[src/sv/mpf_pkg.sv]
// Shared types, constants and helper functions of the message packet framer.
// Depends on nothing; every framer module refers to it by scoped names.
package mpf_pkg;

  localparam int DATA_PER_PACKET = 18;
  localparam int HEADER_BYTES    = 7;
  localparam int MAX_PACKETS     = 99;

  localparam int BYTE_W = 8;
  localparam int LEN_W  = 11;
  localparam int PKT_W  = 7;
  localparam int SLOT_W = $clog2(DATA_PER_PACKET + 1);

  localparam int MAX_LEN = MAX_PACKETS * DATA_PER_PACKET;

  // Packet count is ceil(len / DATA_PER_PACKET), done as a reciprocal multiply.
  localparam int RECIP_SHIFT = 20;
  localparam int RECIP       = ((1 << RECIP_SHIFT) + DATA_PER_PACKET - 1) / DATA_PER_PACKET;
  localparam int RECIP_W     = $clog2(RECIP + 1);
  localparam int NUM_W       = LEN_W + 1;
  localparam int PROD_W      = NUM_W + RECIP_W;

  localparam int QUEUE_DEPTH = 2;
  localparam int QPTR_W      = $clog2(QUEUE_DEPTH);
  localparam int QCNT_W      = $clog2(QUEUE_DEPTH + 1);

  localparam logic [BYTE_W-1:0] ASCII_ZERO = 8'h30;

  // One classified item as the front hands it to the back.
  typedef struct packed {
    logic [BYTE_W-1:0] data;
    logic [BYTE_W-1:0] first;
    logic [PKT_W-1:0]  total;
    logic [PKT_W-1:0]  pkt;
    logic              hdr;
    logic              eop;
    logic              eom;
  } mpf_desc_t;

  typedef struct packed {
    logic [3:0] hund;
    logic [3:0] tens;
    logic [3:0] ones;
  } mpf_digits_t;

  // Decimal digits of a value below 128 (the value is taken modulo 1000).
  function automatic mpf_digits_t to_digits(input logic [PKT_W-1:0] v);
    logic              h;
    logic [PKT_W-1:0]  r;
    logic [14:0]       prod;
    logic [3:0]        t;
    logic [PKT_W-1:0]  o;
    mpf_digits_t       d;
    h    = (v >= PKT_W'(100));
    r    = h ? PKT_W'(v - PKT_W'(100)) : v;
    prod = 15'(r) * 15'd205;
    t    = prod[14:11];
    o    = PKT_W'(r - PKT_W'(t) * PKT_W'(10));
    d.hund = {3'b000, h};
    d.tens = t;
    d.ones = o[3:0];
    return d;
  endfunction

endpackage

[src/sv/mpf_queue.sv]
// Short descriptor queue between the framer's front and back parts.
// Depends on mpf_pkg for the descriptor type and the queue depth.
module mpf_queue (
  input  logic              clk_i,
  input  logic              rst_ni,
  input  logic              push_i,
  input  mpf_pkg::mpf_desc_t push_data_i,
  output logic              full_o,
  input  logic              pop_i,
  output logic              valid_o,
  output mpf_pkg::mpf_desc_t head_o
);

  mpf_pkg::mpf_desc_t               mem_q [mpf_pkg::QUEUE_DEPTH];
  logic [mpf_pkg::QPTR_W-1:0]       wr_ptr_q, wr_ptr_d;
  logic [mpf_pkg::QPTR_W-1:0]       rd_ptr_q, rd_ptr_d;
  logic [mpf_pkg::QCNT_W-1:0]       count_q, count_d;
  logic                             do_push, do_pop;

  assign full_o  = (count_q == mpf_pkg::QCNT_W'(mpf_pkg::QUEUE_DEPTH));
  assign valid_o = (count_q != '0);
  assign head_o  = mem_q[rd_ptr_q];
  assign do_push = push_i && !full_o;
  assign do_pop  = pop_i && valid_o;

  always_comb begin
    wr_ptr_d = wr_ptr_q;
    rd_ptr_d = rd_ptr_q;
    count_d  = count_q;
    if (do_push) begin
      wr_ptr_d = (wr_ptr_q == mpf_pkg::QPTR_W'(mpf_pkg::QUEUE_DEPTH - 1)) ? '0
                                                                         : wr_ptr_q + 1'b1;
    end
    if (do_pop) begin
      rd_ptr_d = (rd_ptr_q == mpf_pkg::QPTR_W'(mpf_pkg::QUEUE_DEPTH - 1)) ? '0
                                                                         : rd_ptr_q + 1'b1;
    end
    if (do_push && !do_pop) begin
      count_d = count_q + 1'b1;
    end else if (do_pop && !do_push) begin
      count_d = count_q - 1'b1;
    end
  end

  always_ff @(posedge clk_i or negedge rst_ni) begin
    if (!rst_ni) begin
      wr_ptr_q <= '0;
      rd_ptr_q <= '0;
      count_q  <= '0;
    end else begin
      wr_ptr_q <= wr_ptr_d;
      rd_ptr_q <= rd_ptr_d;
      count_q  <= count_d;
    end
  end

  always_ff @(posedge clk_i) begin
    if (do_push) begin
      mem_q[wr_ptr_q] <= push_data_i;
    end
  end

endmodule

[src/sv/mpf_front.sv]
// Front part of the framer: length register, packet count, and per-item
// classification into queue descriptors. Depends on mpf_pkg.
module mpf_front (
  input  logic                         clk_i,
  input  logic                         rst_ni,
  input  logic                         cfg_valid_i,
  input  logic [mpf_pkg::LEN_W-1:0]    cfg_message_length_i,
  input  logic                         in_valid_i,
  input  logic [mpf_pkg::BYTE_W-1:0]   in_data_byte_i,
  input  logic                         queue_full_i,
  output logic                         push_o,
  output mpf_pkg::mpf_desc_t           push_data_o
);

  logic [mpf_pkg::LEN_W-1:0]  eff_len_q;
  logic [mpf_pkg::PKT_W-1:0]  total_q;
  logic [mpf_pkg::LEN_W-1:0]  len_sat;
  logic [mpf_pkg::NUM_W-1:0]  len_num;
  logic [mpf_pkg::PROD_W-1:0] len_prod;

  logic [mpf_pkg::LEN_W-1:0]  taken_q, taken_d, taken_inc;
  logic [mpf_pkg::SLOT_W-1:0] slot_q, slot_d, slot_inc;
  logic [mpf_pkg::PKT_W-1:0]  pkt_q, pkt_d;
  logic [mpf_pkg::BYTE_W-1:0] first_q, first_d;
  logic                       accept, eom, eop;

  // Effective length: zero counts as one, long messages saturate.
  always_comb begin
    if (cfg_message_length_i == '0) begin
      len_sat = mpf_pkg::LEN_W'(1);
    end else if (32'(cfg_message_length_i) > mpf_pkg::MAX_LEN) begin
      len_sat = mpf_pkg::LEN_W'(mpf_pkg::MAX_LEN);
    end else begin
      len_sat = cfg_message_length_i;
    end
    len_num  = mpf_pkg::NUM_W'(len_sat) + mpf_pkg::NUM_W'(mpf_pkg::DATA_PER_PACKET - 1);
    len_prod = mpf_pkg::PROD_W'(len_num) * mpf_pkg::PROD_W'(mpf_pkg::RECIP);
  end

  assign accept    = in_valid_i && !queue_full_i;
  assign taken_inc = taken_q + 1'b1;
  assign slot_inc  = slot_q + 1'b1;
  assign eom       = (taken_inc >= eff_len_q);
  assign eop       = eom || (32'(slot_inc) >= mpf_pkg::DATA_PER_PACKET);
  assign first_d   = (taken_q == '0) ? in_data_byte_i : first_q;

  always_comb begin
    taken_d = taken_inc;
    slot_d  = slot_inc;
    pkt_d   = pkt_q;
    if (eom) begin
      taken_d = '0;
      slot_d  = '0;
      pkt_d   = mpf_pkg::PKT_W'(1);
    end else if (eop) begin
      slot_d = '0;
      pkt_d  = pkt_q + 1'b1;
    end
  end

  assign push_o            = accept;
  assign push_data_o.data  = in_data_byte_i;
  assign push_data_o.first = first_d;
  assign push_data_o.total = total_q;
  assign push_data_o.pkt   = pkt_q;
  assign push_data_o.hdr   = (slot_q == '0);
  assign push_data_o.eop   = eop;
  assign push_data_o.eom   = eom;

  always_ff @(posedge clk_i or negedge rst_ni) begin
    if (!rst_ni) begin
      eff_len_q <= mpf_pkg::LEN_W'(1);
      total_q   <= mpf_pkg::PKT_W'(1);
      taken_q   <= '0;
      slot_q    <= '0;
      pkt_q     <= mpf_pkg::PKT_W'(1);
      first_q   <= '0;
    end else begin
      if (cfg_valid_i) begin
        eff_len_q <= len_sat;
        total_q   <= len_prod[mpf_pkg::RECIP_SHIFT +: mpf_pkg::PKT_W];
      end
      if (accept) begin
        taken_q <= taken_d;
        slot_q  <= slot_d;
        pkt_q   <= pkt_d;
        first_q <= first_d;
      end
    end
  end

endmodule

[src/sv/mpf_back.sv]
// Back part of the framer: expands each descriptor into its data result, preceded by header
// results when it opens a packet, through a registered output stage. Depends on mpf_pkg.
module mpf_back (
  input  logic                        clk_i,
  input  logic                        rst_ni,
  input  logic                        q_valid_i,
  input  mpf_pkg::mpf_desc_t          q_head_i,
  output logic                        q_pop_o,
  output logic                        out_valid_o,
  input  logic                        out_stall_i,
  output logic [mpf_pkg::BYTE_W-1:0]  out_byte_o,
  output logic [mpf_pkg::PKT_W-1:0]   out_packet_number_o,
  output logic                        out_is_header_o,
  output logic                        out_end_of_packet_o,
  output logic                        out_end_of_message_o,
  output logic                        out_last_o
);

  // Position of a result within the up to eight results of one item.
  typedef enum logic [2:0] {
    POS_TOT_HUND,
    POS_TOT_TENS,
    POS_TOT_ONES,
    POS_FIRST,
    POS_PKT_HUND,
    POS_PKT_TENS,
    POS_PKT_ONES,
    POS_DATA
  } pos_e;

  pos_e                        seq_q, pos;
  logic                        out_valid_q;
  logic                        load, fire;
  mpf_pkg::mpf_digits_t        tot_dig, pkt_dig;
  logic [mpf_pkg::BYTE_W-1:0]  byte_d, byte_q;
  logic [mpf_pkg::PKT_W-1:0]   pkt_q;
  logic                        hdr_q, eop_q, eom_q, last_q;

  assign load    = !out_valid_q || !out_stall_i;
  assign fire    = load && q_valid_i;
  assign pos     = q_head_i.hdr ? seq_q : POS_DATA;
  assign q_pop_o = fire && (pos == POS_DATA);
  assign tot_dig = mpf_pkg::to_digits(q_head_i.total);
  assign pkt_dig = mpf_pkg::to_digits(q_head_i.pkt);

  always_comb begin
    unique case (pos)
      POS_TOT_HUND: byte_d = mpf_pkg::ASCII_ZERO + 8'(tot_dig.hund);
      POS_TOT_TENS: byte_d = mpf_pkg::ASCII_ZERO + 8'(tot_dig.tens);
      POS_TOT_ONES: byte_d = mpf_pkg::ASCII_ZERO + 8'(tot_dig.ones);
      POS_FIRST:    byte_d = q_head_i.first;
      POS_PKT_HUND: byte_d = mpf_pkg::ASCII_ZERO + 8'(pkt_dig.hund);
      POS_PKT_TENS: byte_d = mpf_pkg::ASCII_ZERO + 8'(pkt_dig.tens);
      POS_PKT_ONES: byte_d = mpf_pkg::ASCII_ZERO + 8'(pkt_dig.ones);
      default:      byte_d = q_head_i.data;
    endcase
  end

  always_ff @(posedge clk_i or negedge rst_ni) begin
    if (!rst_ni) begin
      out_valid_q <= 1'b0;
      seq_q       <= POS_TOT_HUND;
      byte_q      <= '0;
      pkt_q       <= '0;
      hdr_q       <= 1'b0;
      eop_q       <= 1'b0;
      eom_q       <= 1'b0;
      last_q      <= 1'b0;
    end else begin
      if (load) begin
        out_valid_q <= q_valid_i;
      end
      if (fire) begin
        seq_q  <= q_pop_o ? POS_TOT_HUND : pos_e'(seq_q + 3'd1);
        byte_q <= byte_d;
        pkt_q  <= q_head_i.pkt;
        hdr_q  <= (pos != POS_DATA);
        eop_q  <= (pos == POS_DATA) && q_head_i.eop;
        eom_q  <= (pos == POS_DATA) && q_head_i.eom;
        last_q <= (pos == POS_DATA);
      end
    end
  end

  assign out_valid_o          = out_valid_q;
  assign out_byte_o           = byte_q;
  assign out_packet_number_o  = pkt_q;
  assign out_is_header_o      = hdr_q;
  assign out_end_of_packet_o  = eop_q;
  assign out_end_of_message_o = eom_q;
  assign out_last_o           = last_q;

endmodule

[src/sv/message_packet_framer_top.sv]
// A byte passes the descriptor queue and then the output register before its first result is out.
// Throughput: one item per cycle at the input while the descriptor queue has room; the
// output register sends one result per cycle while out_stall_i is low, so a byte that opens
// a packet gives eight results and any other byte one.
// Reset (rst_ni, asynchronous, active low) empties the queue and output stage, sets the
// message length to one and restarts framing at packet one.
//
// Structure: the front part holds the length register and the packet count derived from
// it, tracks the position in the message and turns each accepted item into a descriptor.
// A two-entry queue decouples it from the back part, which expands each descriptor into
// its results. The length register may be written whenever the block is idle; a write
// takes effect for the next item, also in the middle of a message.
module message_packet_framer_top (
  input  logic                        clk_i,
  input  logic                        rst_ni,
  // Configuration write channel: the message length in data bytes.
  input  logic                        cfg_valid_i,
  output logic                        cfg_ready_o,
  input  logic [mpf_pkg::LEN_W-1:0]   cfg_message_length_i,
  // Input channel: one message byte per item.
  input  logic                        in_valid_i,
  output logic                        in_stall_o,
  input  logic [mpf_pkg::BYTE_W-1:0]  in_data_byte_i,
  // Output channel: one packet byte per item.
  output logic                        out_valid_o,
  input  logic                        out_stall_i,
  output logic [mpf_pkg::BYTE_W-1:0]  out_byte_o,
  output logic [mpf_pkg::PKT_W-1:0]   out_packet_number_o,
  output logic                        out_is_header_o,
  output logic                        out_end_of_packet_o,
  output logic                        out_end_of_message_o,
  output logic                        out_last_o
);

  logic               queue_full;
  logic               push;
  mpf_pkg::mpf_desc_t push_data;
  logic               q_valid;
  logic               q_pop;
  mpf_pkg::mpf_desc_t q_head;

  // The length register is a plain flop, so a write is always taken at once.
  assign cfg_ready_o = 1'b1;

  // Stall depends only on the registered queue fill level, never on in_valid_i.
  assign in_stall_o = queue_full;

  mpf_front u_front (
    .clk_i                (clk_i),
    .rst_ni               (rst_ni),
    .cfg_valid_i          (cfg_valid_i),
    .cfg_message_length_i (cfg_message_length_i),
    .in_valid_i           (in_valid_i),
    .in_data_byte_i       (in_data_byte_i),
    .queue_full_i         (queue_full),
    .push_o               (push),
    .push_data_o          (push_data)
  );

  mpf_queue u_queue (
    .clk_i       (clk_i),
    .rst_ni      (rst_ni),
    .push_i      (push),
    .push_data_i (push_data),
    .full_o      (queue_full),
    .pop_i       (q_pop),
    .valid_o     (q_valid),
    .head_o      (q_head)
  );

  // The back part owns the output register; a stalled result holds there while the
  // queue takes new descriptors from the front until it is full.
  mpf_back u_back (
    .clk_i                (clk_i),
    .rst_ni               (rst_ni),
    .q_valid_i            (q_valid),
    .q_head_i             (q_head),
    .q_pop_o              (q_pop),
    .out_valid_o          (out_valid_o),
    .out_stall_i          (out_stall_i),
    .out_byte_o           (out_byte_o),
    .out_packet_number_o  (out_packet_number_o),
    .out_is_header_o      (out_is_header_o),
    .out_end_of_packet_o  (out_end_of_packet_o),
    .out_end_of_message_o (out_end_of_message_o),
    .out_last_o           (out_last_o)
  );

endmodule

[config.mk]
export PLATFORM = sky130hd
export DESIGN_NAME = message_packet_framer_top
export DESIGN_NICKNAME = d
export VERILOG_FILES = /design/src/sv/mpf_pkg.sv /design/src/sv/mpf_queue.sv /design/src/sv/mpf_front.sv /design/src/sv/mpf_back.sv /design/src/sv/message_packet_framer_top.sv
export SDC_FILE = /design/constraint.sdc
export NUM_CORES = 1
export LEC_CHECK = 0
export BUFFER_PORTS_ARGS = -buffer_cell sky130_fd_sc_hd__clkbuf_2
export CAP_MARGIN = 20
export CORE_MARGIN = 1
export CORE_UTILIZATION = 35
export DETAILED_ROUTE_END_ITERATION = 8
export PLACE_DENSITY = 0.57
export SYNTH_ARGS = -nofsm -noshare
export SYNTH_HDL_FRONTEND = slang
export SYNTH_SLANG_ARGS = --single-unit
[constraint.sdc]
create_clock -name clk_i -period 11.2 [get_ports clk_i]
set_input_delay 1.68 -clock clk_i [delete_from_list [all_inputs] [get_ports clk_i]]
set_output_delay 1.68 -clock clk_i [all_outputs]
set_load 0.01 [all_outputs]
# Yosys cells after proc, flatten, opt, wreduce, memory -nomap -nowiden
# Memory sizes are Yosys's and may differ from the RTL's.
# Index checks and enable logic that the tools add are counted.
# classes
n_addsub,19
multipliers,5
div,0
magnitude_cmp,5
n_eq_ne,9
n_shift,0
mux,19
n_bitwise,0
reduce_logical,24
# ops
operator,n
8-bit one-hot mux with 7 select lines,1
11-bit two-way mux,3
7-bit by 8-bit multiplier with 15-bit output (second input constant),2
6-bit by 4-bit adder with 7-bit output (first input constant),4
7-bit two-way mux,4
12-bit by 16-bit multiplier with 27-bit output (second input constant),1
11-bit logical NOT,2
6-bit by 1-bit adder with 7-bit output (first input constant),2
7-bit greater-or-equal comparator (second input constant),2
7-bit subtractor (second input constant),2
11-bit by 5-bit adder with 12-bit output (second input constant),1
3-bit equality test (second input constant),4
11-bit by 1-bit adder with 11-bit output (second input constant),1
11-bit greater-or-equal comparator,1
11-bit greater-than comparator (second input constant),1
5-bit two-way mux,2
1-bit logical AND,9
4-bit by 3-bit multiplier with 3-bit output (second input constant),2
8-bit two-way mux,1
4-bit subtractor,2
7-bit by 1-bit adder with 7-bit output (second input constant),1
3-bit by 2-bit equality test with 1-bit output (second input constant),2
3-bit two-way mux,2
2-bit nonzero test,3
other kinds (16),26
# word_totals
ff_bits,76
latch_bits,0
mem_bits_rw,66
mem_bits_ro,0
in_bits,24
out_inout_bits,22
word_cells,99
n_memories,1
# mem_list
name,depth,width,read_ports,rd_ports_with_merged_regs,write_ports,line_no,source
u_queue.mem_q,2,33,1,0,1,mpf_queue.sv:14,mpf_pkg::mpf_desc_t mem_q [mpf_pkg::QUEUE_DEPTH];

# Depth between registers and ports, before layout
# Gate-level depths: netlist (run 1).
# depth
word_depth,8
mapped_depth,32
mapped_depth_nobuf,31

# Cells and area by module
# From an unflattened synthesis (run 1), not the netlist that was laid out.
# hier_totals
hier_cells,1179
hier_area_um2,12081.6
# by_module_without_submodules
module,instances,cells_per_inst,area_per_inst_um2,seq_area_each_um2
mpf_front,1,676,6045.8,1229.9
mpf_back,1,379,3290.7,575.6
mpf_queue,1,122,2733.9,2082.0
message_packet_framer_top,1,2,11.3,0.0

# Worst setup path after synthesis (run 1)
# OpenSTA, ideal clock, no wires.
# synth_timing
path_kind,input-to-reg
from,input port cfg_message_length_i[5] (netlist bit)
to,register u_front.total_q[6] (netlist bit)
arrival_ns,8.281
required_time_ns,11.096
path_slack_ns,2.815
path_stages,29
path_buffers,1
cell_sequence,buf_2 > nand4_1 > a21oi_1 > nor2_1 > nor2_1 > nor2_1 > inv_1 > ha_1 > nand3_1 > nand2b_1 > and4_1 > mux2_2 > fa_1 > ha_1 > inv_1 > fa_1 > inv_1 > fa_1 > fa_1 > ha_1 > a21o_1 > a21o_1 > a211oi_2 > o211ai_1 > a221o_1 > and3_4 > o311a_1 > or3_1 > o311ai_1
# synth_via
elab_chain_cells,5
elab_cells_between_ends,6
classes_between,1 x add/sub; 1 x mul; 1 x order compare; 2 x mux; 1 x reduce/logical
# synth_rtl
item,line_no,source
start: declaration,message_packet_framer_top.sv:19,"input logic [mpf_pkg::LEN_W-1:0] cfg_message_length_i,"
11-bit greater-than comparator,mpf_front.sv:31,end else if (32'(cfg_message_length_i) > mpf_pkg::MAX_LEN) begin
11-bit two-way mux,mpf_front.sv:31,
11-bit two-way mux *,mpf_front.sv:29,if (cfg_message_length_i == '0) begin
"via u_front.len_sat, one bit",mpf_front.sv:17,logic [mpf_pkg::LEN_W-1:0] len_sat;
11-bit by 5-bit adder with 12-bit output *,mpf_front.sv:36,len_num = mpf_pkg::NUM_W'(len_sat) + mpf_pkg::NUM_W'(mpf_pkg::DATA_PER_PACKET - 1);
12-bit by 16-bit multiplier with 27-bit output *,mpf_front.sv:37,len_prod = mpf_pkg::PROD_W'(len_num) * mpf_pkg::PROD_W'(mpf_pkg::RECIP);
end signal: assignment,mpf_front.sv:73,total_q <= mpf_pkg::PKT_W'(1);
end signal: assignment,mpf_front.sv:81,total_q <= len_prod[mpf_pkg::RECIP_SHIFT +: mpf_pkg::PKT_W];
end: declaration,mpf_front.sv:16,logic [mpf_pkg::PKT_W-1:0] total_q;
# Mark *: on every way through the listed nets, which the timed path passes. The rest lies on a longest branch.
# A chain may end at the register's enable or synchronous reset.

# Final worst setup path (run 1)
# layout_timing
from,input port cfg_message_length_i[2] (netlist bit)
to,register u_front.total_q[6] (netlist bit)
# Same word-level chain as after synthesis.

==> results of run 1 <==
==> worst max-delay path by stage <==
stage	startpoint	end	slack, ns	cells after the start
floorplan	cfg_message_length_i[5]	u_front.total_q[6]$_DFFE_PN0P_	2.81	29
global placement	cfg_message_length_i[1]	u_front.total_q[6]$_DFFE_PN0P_	2.36	29
CTS	cfg_message_length_i[1]	u_front.total_q[6]$_DFFE_PN0P_	2.66	29
finish	cfg_message_length_i[2]	u_front.total_q[6]$_DFFE_PN0P_	2.61	29
global route	cfg_message_length_i[1]	u_front.total_q[6]$_DFFE_PN0P_	2.28	29
detailed placement	cfg_message_length_i[1]	u_front.total_q[6]$_DFFE_PN0P_	2.26	29
==> per-layer routing <==
layer / track usage [%] / wire length, µm / part of all wire, %
met5: 0 / 17 / 0.068
met2: 25.9 / 11800 / 47
met3: 2.73 / 587 / 2.4
met1: 21.7 / 12400 / 50
met4: 2.48 / 172 / 0.69
==> through the flow <==
stage | hold WS [ns] | util (%) | cells
2_1_floorplan | 0.438 | - | 1143
3_3_place_gp | 0.449 | 37.9 | 1608
3_5_place_dp | 0.460 | 37.9 | 1608
4_1_cts | 0.477 | 39.6 | 1640
5_1_grt | 0.501 | 39.6 | 1640
6_report | 0.470 | 39.6 | 1640
==> synthesized netlist by cell type (9+ instances only) <==
cell        n  area share [%]
a31oi_1     9            0.48
nand2_1   110             3.5
xnor2_1    22             1.6
clkbuf_1   18            0.58
o21ai_0    54             2.3
a21o_1     25             1.6
a21oi_1    46             2.0
nor3_1     16            0.68
ha_1      167              18
inv_1     165             5.3
dfrtp_1    73              16
mux2i_1    33             2.8
fa_1       67              11
and3_1     10            0.53
xor2_1     20             1.5
edfxtp_1   66              17
mux2_2     14             1.3
nand3_1    26             1.1
nor2_1     45             1.4
==> area by class of cell <==
class | count | area [µm²]
timing repair buffer | 52 | 283
inverter | 167 | 627
sequential | 142 | 3890
fill | 3252 | 19800
tap | 442 | 553
multi-input combinational | 805 | 7060
clock buffer | 18 | 429
clock inverter | 14 | 145
==> worst reg2reg max path, stage by stage (launching register included) <==
cell      delay, ns
dfrtp_2        0.34
buf_4          0.53
mux2i_1        0.43
ha_1           0.24
or4b_1         0.46
o211ai_2       0.13
nand2_1        0.20
mux2i_1        0.54
ha_1           0.36
ha_1           0.28
inv_1          0.06
fa_1           0.38
inv_1          0.07
fa_1           0.41
ha_1           0.31
and4_1         0.21
and4_1         0.20
nand3_1        0.14
a31oi_2        0.23
a31oi_1        0.12
xnor2_1        0.31
ha_1           0.21
inv_1          0.05
fa_1           0.47
a221oi_1       0.27
o21ai_0        0.15
a211oi_1       0.23
o31ai_1        0.10
==> layout by cell type, fill, tap and decap left out, types with 5 or more instances in the layout <==
master / Yosys / routed
nand3_1: 26 / 26
xor2_1: 20 / 20
buf_4: 2 / 9
edfxtp_1: 66 / 66
o221ai_1: 5 / 5
a21o_1: 25 / 25
nor3_1: 16 / 16
nor4b_1: 7 / 7
o31ai_1: 8 / 8
nand4_1: 7 / 7
clkbuf_16: 0 / 17
nor2_1: 45 / 44
nand2_1: 110 / 110
nand2b_1: 8 / 8
fa_1: 67 / 67
o21ai_0: 54 / 54
or2_2: 6 / 6
a31oi_1: 9 / 9
xnor2_1: 22 / 22
mux2_2: 14 / 14
conb_1: 2 / 5
ha_1: 167 / 167
o21a_1: 8 / 8
inv_1: 165 / 165
and3_1: 10 / 10
or3_1: 5 / 5
dfrtp_1: 73 / 72
clkbuf_2: 0 / 43
a21oi_1: 46 / 46
mux2i_1: 33 / 33
inv_6: 0 / 5
==> state kept, by name (all words and copies together), names as in the netlist <==
name                         cells
u_front.slot_q                   5
u_queue.mem_q                   66
u_queue.count_q                  2
u_back.out_valid_o               1
u_back.out_byte_o                8
u_front.pkt_q                    7
u_front.total_q                  7
u_front.taken_q                 11
u_front.first_q                  8
u_back.out_packet_number_o       7
u_queue.wr_ptr_q                 1
u_back.out_is_header_o           1
u_back.out_last_o                1
u_back.seq_q                     3
u_front.eff_len_q               11
u_back.out_end_of_message_o      1
u_back.out_end_of_packet_o       1
u_queue.rd_ptr_q                 1
==> cell families after synthesis <==
kind of cell	after synthesis	share of synthesized area [%]
AND/OR/NAND/NOR	267	11.2
adder cells (fa/ha/maj)	234	29.3
AO/OA/AOI/OAI	208	11.9
buffers and inverters	196	6.82
flip-flops	142	33.1
multiplexers	47	4.16
XOR/XNOR	44	3.52
other	2	0.0640
==> reports/metrics.csv, run 1 <==
stage,metric,value,unit
status,run status,finished clean,
placement,GP Congestion,0.911,
logic_synthesis,main flop type after synthesis,dfrtp_1,
hold_path,hold_sp,u_front.total_q[4]$_DFFE_PN0P_,
detailed_routing,post-route ant nets,0,
critical_path,Worst Path Arrival,8.90,ns
grt,initial antenna violation count,1,
detailed_routing,routed length per instance,15.2,µm
clock_network,Worst-path clk slew,0.07,ns
critical_path,Critical R2R Capture,u_back.out_byte_o[2]$_DFFE_PN0P_,
timing,final total negative setup slack,0,ns
critical_path,Crit path max-delay family,adder cells,
clock_network,post-CTS resize count,0,
timing,RSZ-0062 raised after global routing,no,
placement,placed standard-cell area,12400,µm²
critical_path,crit path max fanout,10,
timing,"Period Utilization, post-route",76.7,%
hold_path,hold depth,0,
placement,post-placement worst setup slack,2.26,ns
logic_synthesis,sequential share of the synthesized area,33.1,%
grt,largest net degree at the start of global routing,48,
critical_path,Worst path most repeated cell,fa_1,
critical_path,flop2flop setup slack,3.64,ns
timing,relative slew slack,33.3,%
clock_network,CTS tree,done,
critical_path,crit path capture type,flip-flop,
die,Die ar.,34200,µm²
detailed_routing,WL final,25.0,mm
logic_synthesis,cell area after synthesis,11700,µm²
final_layout,# diodes,0,
detailed_routing,# DRC,0,
clock_network,# clock sinks,142,
timing,Clock Skew,0.0129,ns
clock_network,post-CTS setup buffer count,0,
logic_synthesis,"flops & latches, synth",142,
clock_network,clk_lat worst skew,0.42,ns
critical_path,RR Startpoint,u_queue.rd_ptr_q$_DFFE_PN0P_,
timing,Slew Limit Fails,0,
clock_network,Root Buffer,clkbuf_16,
critical_path,Bufs and invs on worst path,4,
critical_path,R2R depth,27,
timing,Worst-Margin Slew,0.999,ns
grt,GRT Util Overall,15.7,%
logic_synthesis,synth warn,0,
die,IO Count,46,
clock_network,htree depth,4,
logic_synthesis,"Avg Cell Area, Syn",10.3,µm²
grt,first-pass GRT wire length,42.2,mm
run,Max-Cap Viols,0,
placement,hpwl dp,19.6,mm
timing,final worst setup slack,2.61,ns
die,initial core utilization,35.8,%
final_layout,Layout area overhead,10.8,%
detailed_routing,vias,8080,
detailed_routing,Pre-antenna DRT Iters,5,
timing,Period minus WS final,8.59,ns
hold_path,Min-Delay Path Class,flip-flop to flip-flop,
timing,Finish-stage setup viols,0,
critical_path,kind of critical path,input port to flip-flop,
die,chip height,185,µm
detailed_routing,DR vias/cell,4.93,
timing,Fin. Hold Viols,0,
hold_path,Worst Hold Path EP,u_queue.mem_q[1][14]$_DFFE_PP_,
critical_path,worst stage delay on the critical path,0.53,ns
logic_synthesis,Gate Count Post-Synth,1140,
clock_network,Post-CTS Hold Buffers,0,
logic_synthesis,Post-synth EDFFs,66,
logic_synthesis,Synth cell types,83,
die,row cnt,66,
logic_synthesis,"Async S/R FF share, synth",53.5,%
critical_path,crit path max-delay cell type,fa_1,
die,Core ar.,32800,µm²
critical_path,Worst EP required,11.51,ns
timing,f_max,116,MHz
grt,gr ovfl total,0,
clock_network,CTS Buffer Depth,2,
grt,vias in the first global route,8270,
clock_network,CTS Buf Count,17,
placement,Buffers on Ports,44,
final_layout,fin area,13000,µm²
final_layout,layout cells sized above 1,10.4,%
critical_path,crit path launch type,input port,
final_layout,Nets,1443,
die,die width,185,µm
detailed_routing,initial detailed-routing violation count,353,
Power of run 1 is not shown: default switching activity piles up to over one toggle a cycle in this logic, so the estimate is an artifact.
==> inputs of run 2 (changes only) <==
Settings changed: PLACE_DENSITY 0.57 to 0.59.
Clock period 11.2 ns to 7.8 ns, I/O delays scaled along.
==> run 2 against run 1 <==
Hold slack improved by 0.0036 ns. Cell count increased by 1.5%. Global-route usage about the same. Routed wire length increased by 1.7%. Largest cell class unchanged.
==> reports/metrics.csv, run 2 (synthesis gave the netlist of run 1 again) <==
stage,metric,value,unit
final_layout,layout cells sized above 1,12.5,%
timing,f_max,135,MHz
critical_path,crit path launch type,input port,
detailed_routing,WL final,25.4,mm
final_layout,Final Util,40.4,%
grt,GR peak layer,met2,
critical_path,crit path capture type,flip-flop,
hold_path,hold depth,0,
timing,Fin. Hold Viols,0,
die,Die ar.,34200,µm²
detailed_routing,DR vias/cell,4.97,
final_layout,biggest regs,"u_queue.mem_q (66), u_front.eff_len_q (11), u_front.taken_q (11)",
critical_path,crit path max-delay cell type,fa_1,
grt,vias in the first global route,8288,
final_layout,# fillers,3235,
critical_path,flop2flop setup slack,0.75,ns
die,Core ar.,32800,µm²
critical_path,RR Startpoint,u_queue.rd_ptr_q$_DFFE_PN0P_,
die,row cnt,66,
grt,first-pass GRT wire length,41.9,mm
clock_network,CTS Buf Count,17,
timing,relative slew slack,34.4,%
die,die width,185,µm
hold_path,hold_sp,u_front.total_q[4]$_DFFE_PN0P_,
timing,Period minus WS final,7.41,ns
final_layout,Largest Register,u_queue.mem_q,
clock_network,Root Buffer,clkbuf_16,
timing,Worst-Margin Slew,0.982,ns
grt,grt met1 use,21.2,%
critical_path,Bufs and invs on worst path,4,
clock_network,CTS Buffer Depth,2,
timing,Clock Skew,0.0126,ns
detailed_routing,post-route ant nets,0,
grt,gr ovfl total,0,
critical_path,R2R depth,26,
critical_path,Critical R2R Capture,u_back.out_byte_o[2]$_DFFE_PN0P_,
detailed_routing,routed length per instance,15.3,µm
clock_network,htree depth,4,
grt,largest net degree at the start of global routing,62,
placement,hpwl dp,20.1,mm
final_layout,Nets,1468,
clock_network,CTS tree,done,
final_layout,"commonest non-fill, non-tap cells in the layout","ha_1, inv_1, nand2_1",
status,run status,finished clean,
grt,GRT Util Overall,15.7,%
final_layout,"commonest non-fill, non-tap cell in the layout",ha_1,
grt,grt met2 use,26.4,%
clock_network,Worst-path clk slew,0.06,ns
clock_network,# clock sinks,142,
placement,GP Congestion,0.897,
final_layout,Layout area overhead,12.8,%
detailed_routing,Pre-antenna DRT Iters,5,
critical_path,Worst path most repeated cell,fa_1,
critical_path,kind of critical path,input port to flip-flop,
hold_path,Min-Delay Path Class,flip-flop to flip-flop,
timing,Finish-stage setup viols,0,
detailed_routing,vias,8277,
timing,Slew Limit Fails,0,
placement,Buffers on Ports,44,
run,Max-Cap Viols,0,
detailed_routing,# DRC,0,
clock_network,clk_lat worst skew,0.42,ns
final_layout,number of flip-flops in the largest register,66,
hold_path,Worst Hold Path EP,u_queue.mem_q[1][14]$_DFFE_PP_,
die,chip height,185,µm
critical_path,crit path max fanout,5,
critical_path,worst stage delay on the critical path,0.53,ns
critical_path,Worst Path Arrival,7.73,ns
detailed_routing,initial detailed-routing violation count,505,
grt,met3 Use GR,2.28,%
final_layout,# diodes,0,
grt,initial antenna violation count,0,
critical_path,Crit path max-delay family,adder cells,
die,IO Count,46,
timing,RSZ-0062 raised after global routing,no,
die,initial core utilization,35.8,%
critical_path,Worst EP required,8.11,ns
timing,"Period Utilization, post-route",95.1,%
[run 2: cell types whose count changed in the layout (fill, tap and decap cells not counted), sizes merged]
| cell | change |
|---|---|
| clkinvlp | +2 |
| inv | -5 |
| bufinv | +3 |
| buf | +25 |
[run 2: what timing repair did]
| item | 4_1_cts | 5_1_grt |
|---|---|---|
| endpoints found under the setup margin | 0 | 1 |
| resized for setup | 0 | 1 |
| buffers inserted | 0 | 1 |
| hold buffers | 0 | 0 |
[run 2: layer usage]
metal,part of all wire [%],vias up
met2,48,127
li1,-,4095
met5,0,-
met1,49,4033
met4,1.1,0
met3,2.5,22
[run 2: cell type report]
type / count / area [µm²] / area share (%)
Clock buffer: 18 / 439 / 3.32
Tap cell: 442 / 553 / 4.18
Clock inverter: 14 / 181 / 1.37
Multi-Input combinational cell: 805 / 7070 / 53.4
Inverter: 167 / 627 / 4.74
Timing Repair Buffer: 77 / 470 / 3.56
Sequential cell: 142 / 3890 / 29.4
[run 2: worst reg2reg max path, stage by stage (launching register included)]
cell and delay [ns]:
dfrtp_2 0.54, mux2i_1 0.41, ha_1 0.24, or4b_1 0.47, o211ai_2 0.14, nand3_1 0.13
xor2_1 0.39, ha_1 0.35, inv_1 0.09, fa_1 0.41, inv_1 0.07, ha_1 0.24
fa_1 0.47, ha_1 0.31, and4_1 0.23, and4_1 0.20, nand3_1 0.14, a31oi_2 0.23
a31oi_1 0.13, xnor2_1 0.29, ha_1 0.21, inv_1 0.05, fa_1 0.46, a221oi_1 0.26
o21ai_0 0.14, a211oi_1 0.24, o31ai_1 0.10
[run 2: how the worst max path moves through the flow]
stage                                 start  slack (ns)                              to  depth (start not counted)
CTS                 cfg_message_length_i[0]        0.36  u_front.total_q[6]$_DFFE_PN0P_                         29
floorplan           cfg_message_length_i[5]        0.05  u_front.total_q[6]$_DFFE_PN0P_                         29
global route        cfg_message_length_i[0]       0.005  u_front.total_q[6]$_DFFE_PN0P_                         29
finish              cfg_message_length_i[0]        0.39  u_front.total_q[6]$_DFFE_PN0P_                         29
global placement    cfg_message_length_i[0]        0.08  u_front.total_q[6]$_DFFE_PN0P_                         29
detailed placement  cfg_message_length_i[0]       -0.07  u_front.total_q[6]$_DFFE_PN0P_                         29
[run 2: metrics by stage]
stage	instance area, µm²	hold slack [ns]	setup slack (ns)	TNS [ns]	cells
2_1_floorplan	11700	0.438	0.0453	0	1143
3_3_place_gp	12600	0.452	0.0751	0	1632
3_5_place_dp	12600	0.457	-0.0680	-0.0680	1632
4_1_cts	13200	0.473	0.364	0	1664
5_1_grt	13200	0.490	0.00495	0	1665
6_report	13200	0.474	0.385	0	1665
Power of run 2 is left out for the same reason.
